### src/hdl/scmm_pkg.sv
`timescale 1ns / 1ps
`default_nettype none
package scmm_pkg;
	localparam int DIM_DEF       = 64;
	localparam int B_DEPTH_DEF   = 4096;
	localparam int ROW_DEPTH_DEF = 64;
	localparam int IDX_W         = 6;
	localparam int VAL_W         = 16;
	localparam int SUM_W         = 40;
	localparam int PROD_W        = 32;
	localparam int OUT_MAX       = 64;

	localparam logic [1:0] FUNC_LOAD_B  = 2'd0;
	localparam logic [1:0] FUNC_A_ENTRY = 2'd1;
	localparam logic [1:0] FUNC_CLEAR_B = 2'd2;

	// Saturating add of a product into the running sum.
	function automatic logic signed [SUM_W-1:0] sat_add(
		input logic signed [SUM_W-1:0]  s,
		input logic signed [PROD_W-1:0] p
	);
		logic signed [SUM_W:0] r;
		r = {s[SUM_W-1], s} + {{(SUM_W+1-PROD_W){p[PROD_W-1]}}, p};
		if (r[SUM_W] != r[SUM_W-1]) begin
			sat_add = r[SUM_W] ? {1'b1, {(SUM_W-1){1'b0}}} : {1'b0, {(SUM_W-1){1'b1}}};
		end else begin
			sat_add = r[SUM_W-1:0];
		end
	endfunction
endpackage
`default_nettype wire

### src/hdl/scmm_mac.sv
`timescale 1ns / 1ps
`default_nettype none
// Multiply-accumulate unit: product registered, then saturated add into the sum.
module scmm_mac import scmm_pkg::*; (
	input  wire logic                     clk,
	input  wire logic                     arst_n,
	input  wire logic                     clr,
	input  wire logic                     en,
	input  wire logic signed [VAL_W-1:0]  a,
	input  wire logic signed [VAL_W-1:0]  b,
	output logic                          busy,
	output logic signed [SUM_W-1:0]       sum
);
	logic signed [PROD_W-1:0] prod_s1;
	logic                     vld_s1;
	logic signed [SUM_W-1:0]  sum_q;

	always_ff @(posedge clk or negedge arst_n) begin
		if (!arst_n) begin
			vld_s1 <= 1'b0;
			sum_q  <= '0;
		end else begin
			vld_s1 <= en;
			if (clr) begin
				sum_q <= '0;
			end else if (vld_s1) begin
				sum_q <= sat_add(sum_q, prod_s1);
			end
		end
	end

	always_ff @(posedge clk) begin
		prod_s1 <= a * b;
	end

	assign busy = vld_s1;
	assign sum  = sum_q;
endmodule
`default_nettype wire
### config.mk
export PLATFORM = sky130hd
export DESIGN_NAME = scmm_mac
export DESIGN_NICKNAME = d
export VERILOG_FILES = /design/src/hdl/scmm_pkg.sv /design/src/hdl/scmm_mac.sv
export SDC_FILE = /design/constraint.sdc
export NUM_CORES = 1
export LEC_CHECK = 0
export ABC_CLOCK_PERIOD_IN_PS = 3920
export BUFFER_PORTS_ARGS = -buffer_cell sky130_fd_sc_hd__clkbuf_2
export CAP_MARGIN = 10
export CELL_PAD_IN_SITES_DETAIL_PLACEMENT = 1
export CELL_PAD_IN_SITES_GLOBAL_PLACEMENT = 2
export CORE_MARGIN = 3
export CORE_UTILIZATION = 41
export CTS_CLUSTER_SIZE = 8
export DETAILED_ROUTE_END_ITERATION = 6
export PLACE_DENSITY = 0.93
export RECOVER_POWER = 50
export SYNTH_ARGS = -nofsm -noshare
export SYNTH_HDL_FRONTEND = slang
export SYNTH_SLANG_ARGS = --single-unit
### constraint.sdc
create_clock -name clk -period 3.92 [get_ports clk]
set_input_delay 0.784 -clock clk [delete_from_list [all_inputs] [get_ports clk]]
set_output_delay 0.784 -clock clk [all_outputs]
set_load 0.005 [all_outputs]
==> flow_metrics.py, run 1 <==
metrics = {
    "synth": {
        "synth_most_common_cell": "inv_1",
        "yosys.area.top_type": "fa_1",
        "asyncSetResetFlopFracSynth_pct": 56.2,
        "synth_nets": 1903,
        "ys_seq_area_share_pct": 11.9,
        "synth_common_cells": "inv_1, fa_1, nand2_1",
        "synth_compound_area_share_pct": 11.4,
        "synthTopCellsByArea": "fa_1, ha_1, inv_1",
        "synth_top_family_by_area": "adder cells",
        "yosysUniqueCellTypes": 60,
        "synth.avg_cell_area_um2": 9.41,
        "ys_seq_elements": 73,
        "synth-xor-area-share_pct": 4.08,
        "yosys.area_share.simple_pct": 14.4,
        "synth_edf_count": 0,
        "synth-main-ff-cell": "dfrtp_1",
        "synth_top_area_share_pct": 37.7,
        "syn-cell-area_um2": 13900,
        "synth_fa_ha_area_share_pct": 48.7,
        "syn_inst": 1482,
        "yosys_warnings": 0,
        "synthMuxAreaShare_pct": 0.0718,
    },
    "route": {
        "vias": 11494,
        "drc": 0,
        "drt-met1-wl_um": 18700,
        "drt_iter0_drc": 495,
        "dr.pass1.iters": 5,
        "routed_wl_um": 44600,
        "routed.top_layer": "met4",
        "ant_nets": 0,
        "dr_wl_met3_um": 1790,
        "wl_met2_um": 22800,
        "avgViaCountPerCell": 5.35,
        "wl_per_cell_um": 20.8,
    },
    "timing": {
        "finalSetupTns_ps": -39760,
        "period_share_pct": 153,
        "slew_violations": 0,
        "timing.fmax_mhz": 167,
        "hold_ws_ps": 552,
        "hold_viol_final": 0,
        "rsz0062_at_grt": "yes",
        "tightest_slew_ps": 1470,
        "max_slew_margin_pct": 1.93,
        "min_period_ps": 6000,
        "skew_ps": 6.98,
        "setup_viol_count_final": 25,
        "setup_slack_ps": -2080,
    },
    "setup_path": {
        "cp-start-kind": "primary input",
        "cp_max_fo": 5,
        "rr_endpoint": "sum[0]$_DFFE_PN0P_",
        "cp-end-kind": "flip-flop",
        "r2r_cells": 12,
        "cp-startpoint": "a[5]",
        "worstSetupPathType": "primary input to flip-flop",
        "crit_arrival_ps": 6280,
        "crit_required_ps": 4190,
        "rr_startpoint": "sum[0]$_DFFE_PN0P_",
        "rrSetupSlack_ps": 260,
    },
    "grt": {
        "grt_antenna_before_repair": 0,
        "grt_pass1_vias": 13153,
        "grt_max_degree": 40,
        "grt_first_pass_wirelength_um": 68800,
        "grt_use_total_pct": 23.8,
        "grt_overflow": 0,
    },
    "cts": {
        "cts.sinks": 73,
        "ctsHtreeMaxLevel": 3,
        "clk_pin_slew_ps": 60,
        "clockRootBuffer": "clkbuf_16",
        "cts_buffers": 9,
        "clk_latency_ps": 340,
        "tritoncts": "yes",
        "clockBufferDepth": 2,
    },
    "floorplan": {
        "pin_count": 77,
        "row_count": 66,
        "initial_core_util_pct": 42.2,
        "fp.dieH_um": 190,
        "die_area_um2": 36300,
        "die_x_um": 190,
        "fp.coreArea_um2": 33000,
    },
    "finish": {
        "drive_gt1_share_pct": 23.4,
        "antenna_cells": 0,
        "area_growth_pct": 23.5,
        "n_fill_cell": 3748,
        "fin_nets": 2121,
    },
    "hold_path": {
        "hold_depth": 1,
        "holdPathEnd": "sum[31]$_DFFE_PN0P_",
        "hp-class": "flip-flop to flip-flop",
        "worstHoldStart": "sum[31]$_DFFE_PN0P_",
    },
    "status": {
        "status": "finished with violations",
        "violations": "setup timing",
    },
    "placement": {
        "dp_hpwl_um": 35500,
        "io_buffers": 76,
        "place.gp.congestion": 0.876,
    },
    "job": {
        "max_cap_viol_count": 0,
    },
}
-- area by class of cell --
cell class / count / area [µm²] / area share [%]
clock buffer: 11 / 253 / 1.47
clock inverter: 5 / 37.5 / 0.218
inverter: 290 / 1090 / 6.32
multi-input combinational: 1068 / 11600 / 67.3
sequential: 73 / 1670 / 9.68
tap: 442 / 553 / 3.21
timing repair buffer: 258 / 2030 / 11.8
-- how the worst max path moves through the flow --
stage / to / cells past startpoint
floorplan: prod_s1[31]$_DFF_P_ / 22
global placement: prod_s1[28]$_DFF_P_ / 21
detailed placement: prod_s1[30]$_DFF_P_ / 21
CTS: prod_s1[30]$_DFF_P_ / 21
global route: prod_s1[30]$_DFF_P_ / 22
finish: prod_s1[30]$_DFF_P_ / 22
-- kinds of logic (layout without fill, tap and decap cells) --
| group | Yosys count | after routing |
|---|---|---|
| adders and majority gates | 385 | 385 |
| buffers and inverters | 341 | 564 |
| xor gates and xnor gates | 65 | 65 |
| DFF | 73 | 73 |
| and+or+nand+nor | 399 | 399 |
| muxes | 1 | 1 |
| AOI/OAI and AO/OA | 218 | 218 |
-- timing repair --
action	4_1_cts	5_1_grt
hold buffers	0	0
setup endpoints to repair	26	26
gates resized for setup	77	74
pin swaps	48	54
setup buffers	18	18
-- placed cells by master, fill, tap and decap left out, types with 5 or more instances in the layout --
master | netlist | layout
and3_1 | 6 | 5
o21bai_1 | 6 | 5
ha_2 | 0 | 6
clkbuf_8 | 0 | 6
ha_4 | 0 | 11
nor2b_1 | 7 | 7
xor2_1 | 19 | 19
a31oi_1 | 8 | 5
and2_1 | 128 | 111
clkbuf_1 | 39 | 11
nand2_1 | 149 | 143
a21o_1 | 25 | 25
a21oi_2 | 0 | 16
a21oi_1 | 60 | 41
buf_4 | 2 | 149
a211o_1 | 5 | 5
inv_2 | 0 | 21
dfxtp_1 | 32 | 32
nor3_1 | 9 | 9
a221o_1 | 39 | 39
xnor2_1 | 46 | 41
clkbuf_16 | 0 | 11
inv_1 | 290 | 269
buf_6 | 2 | 28
and2_4 | 0 | 17
nand2b_1 | 13 | 12
nand4_1 | 12 | 12
dfrtp_1 | 41 | 41
nor2_1 | 47 | 44
o21a_1 | 6 | 5
o211ai_1 | 10 | 10
fa_1 | 263 | 247
o21ai_0 | 22 | 15
fa_2 | 0 | 16
ha_1 | 122 | 105
clkbuf_4 | 0 | 6
xnor2_2 | 0 | 5
buf_12 | 0 | 5
clkbuf_2 | 0 | 46
nand3_1 | 14 | 13
-- worst max-delay path, stage by stage --
cell and delay [ps]:
buf_8 110, and2_4 150, fa_1 540, inv_2 40, fa_1 510, fa_1 430
fa_1 490, inv_1 50, fa_1 540, inv_2 60, fa_1 510, inv_2 50
ha_4 260, a21oi_4 130, o21ai_2 80, or3_4 380, o221ai_4 180, o211ai_1 170
a41oi_2 270, o21ai_2 130, a311o_1 330, nand3_1 80
-- routing by layer --
layer | track usage (%) | vias up
met3 | 2.57 | 102
met5 | 0 | -
met2 | 42.9 | 318
met1 | 30.0 | 5929
li1 | - | 5145
met4 | 7.42 | 0
-- state kept, by name, indices dropped and copies added, names as in the netlist --
signal / count
sum: 40
prod_s1: 32
busy: 1
-- metrics by stage --
step	util, %	cell area, µm²	std cells	setup slack [ps]
after floorplan	-	14400	1482	-1960
after global placement	49.0	16200	2104	-2390
after detailed placement	49.0	16200	2104	-2550
after CTS	51.1	16900	2135	-1930
after global routing	52.1	17200	2147	-2220
final	52.1	17200	2147	-2080
Power of run 1 is not shown: default switching activity piles up to over one toggle a cycle in this logic, so the estimate is an artifact.
==> run 2: changes to the inputs <==
ABC_CLOCK_PERIOD_IN_PS = 6520   (was 3920)
clock period = 6.52 ns   (was 3.92 ns; I/O delays follow)
==> run 2 against run 1 <==
Compared with the run above:
- sequential share of layout area rose by 0.48 points
- non-clock buffer count fell by 42
- the run ends with capacitance limit, slew limit, setup timing left
- design area fell by 4.7%
- die area did not move
- setup slack improved by 2100 ps
- register-to-register slack improved by 2200 ps
- utilization fell by 2.5 points
- highest routed layer unchanged
- critical path depth rose by 3
==> flow_metrics.py, run 2 (synthesis results as in run 1) <==
metrics = {
    "status": {
        "status": "finished with violations",
        "violations": "capacitance limit, slew limit, setup timing",
    },
    "route": {
        "wl_per_cell_um": 18.9,
        "routed_wl_um": 39900,
        "avgViaCountPerCell": 5.24,
        "ant_nets": 0,
        "drc": 0,
        "vias": 11027,
        "drt_iter0_drc": 416,
        "dr.pass1.iters": 4,
    },
    "grt": {
        "grt_pass1_vias": 12205,
        "grt.busiest_layer": "met2",
        "met1_usage_pct": 29.7,
        "grt_use_total_pct": 21.9,
        "grt_first_pass_wirelength_um": 63800,
        "grt_util_met3_pct": 2.41,
        "grt_antenna_before_repair": 0,
        "grt_max_degree": 42,
        "use_met2_pct": 38.6,
        "grt_overflow": 0,
    },
    "placement": {
        "io_buffers": 76,
        "pre_cts_slack_ps": -528,
        "dp_hpwl_um": 33900,
        "place.gp.congestion": 0.891,
        "postPlaceCellArea_um2": 15800,
    },
    "finish": {
        "drive_gt1_share_pct": 16.7,
        "antenna_cells": 0,
        "area_growth_pct": 17.6,
        "final_common_cell": "inv_1",
        "fin_util_pct": 49.7,
        "fin_nets": 2079,
        "finish.instance_area_um2": 16400,
        "layout_common_cells": "inv_1, fa_1, nand2_1, buf_4, and2_1",
        "largest_reg_flops": 40,
    },
    "floorplan": {
        "fp.dieH_um": 190,
        "pin_count": 77,
        "fp.coreArea_um2": 33000,
        "die_area_um2": 36300,
        "initial_core_util_pct": 42.2,
        "row_count": 66,
        "die_x_um": 190,
    },
    "cts": {
        "ctsHtreeMaxLevel": 3,
        "tritoncts": "yes",
        "cts_buffers": 9,
        "clk_latency_ps": 350,
        "clockBufferDepth": 2,
        "clk_pin_slew_ps": 60,
        "clockRootBuffer": "clkbuf_16",
        "cts.sinks": 73,
    },
    "timing": {
        "hold_viol_final": 0,
        "setup_slack_ps": -22.4,
        "finalSetupTns_ps": -22.4,
        "max_slew_margin_pct": -64.1,
        "rsz0062_at_grt": "yes",
        "period_share_pct": 100,
        "slew_violations": 42,
        "timing.fmax_mhz": 153,
        "setup_viol_count_final": 1,
        "min_period_ps": 6540,
        "tightest_slew_ps": 2460,
        "skew_ps": 9.32,
    },
    "setup_path": {
        "cp-end-kind": "flip-flop",
        "cp_max_fo": 5,
        "worstSetupPathType": "primary input to flip-flop",
        "cp-start-kind": "primary input",
        "crit_required_ps": 6790,
        "crit_arrival_ps": 6810,
    },
    "hold_path": {
        "hp-class": "flip-flop to flip-flop",
    },
    "job": {
        "max_cap_viol_count": 1,
    },
}
[run 2: critical path, cell delays in order]
cell and delay (ps):
buf_12 110, buf_12 130, nand2_8 70, inv_6 40
fa_1 560, inv_2 50, fa_1 490, fa_1 490
inv_1 50, fa_1 470, fa_1 520, inv_1 50
fa_1 520, inv_2 50, ha_4 220, buf_6 110
nand4_1 190, buf_4 170, o21bai_4 70, a31oi_4 200
a31oi_4 140, a2111oi_4 360, o21bai_1 130, a21oi_2 150
xnor2_1 140
[run 2: area by class of cell]
| class | count | area [µm²] |
|---|---|---|
| sequential | 73 | 1670 |
| clock inverter | 7 | 83.8 |
| clock buffer | 9 | 225 |
| timing repair buffer | 216 | 1550 |
| tap | 442 | 553 |
| multi-input combinational | 1068 | 11200 |
| inverter | 290 | 1090 |
| fill | 3777 | 16600 |
[run 2: worst paths after layout]
path                                         start             endpoint  slack (ps)  depth (start not counted)
worst max-delay path                          b[1]  prod_s1[31]$_DFF_P_         -20                         25
worst max register to register  sum[1]$_DFFE_PN0P_  sum[24]$_DFFE_PN0P_        2500                         10
worst min-delay path            sum[7]$_DFFE_PN0P_   sum[7]$_DFFE_PN0P_         550                          1
min in group asynchronous                   arst_n  sum[31]$_DFFE_PN0P_        1800                          2
max in group asynchronous                   arst_n  sum[18]$_DFFE_PN0P_        3300                          2
worst min register to register  sum[7]$_DFFE_PN0P_   sum[7]$_DFFE_PN0P_         550                          1
[run 2: repair_timing]
item                                    in CTS  in global routing
hold buffers                                 0                  0
gates resized for setup                     19                 75
pin swaps                                   13                 39
hold endpoints to repair                     0                  0
setup buffers                                2                 10
endpoints found under the setup margin       6                 11
[run 2: per-stage QoR]
stage,std cells,hold slack [ps]
detailed placement,2077,537
global route,2105,583
floorplan,1482,530
finish,2105,554
global placement,2077,539
CTS,2095,558
[run 2: per-layer routing]
metal | share of wire (%) | routed length [µm]
met5 | 0 | 0
met2 | 50 | 20000
met1 | 45 | 18000
met3 | 3.2 | 1270
met4 | 1.3 | 530
Power of run 2 is left out for the same reason.
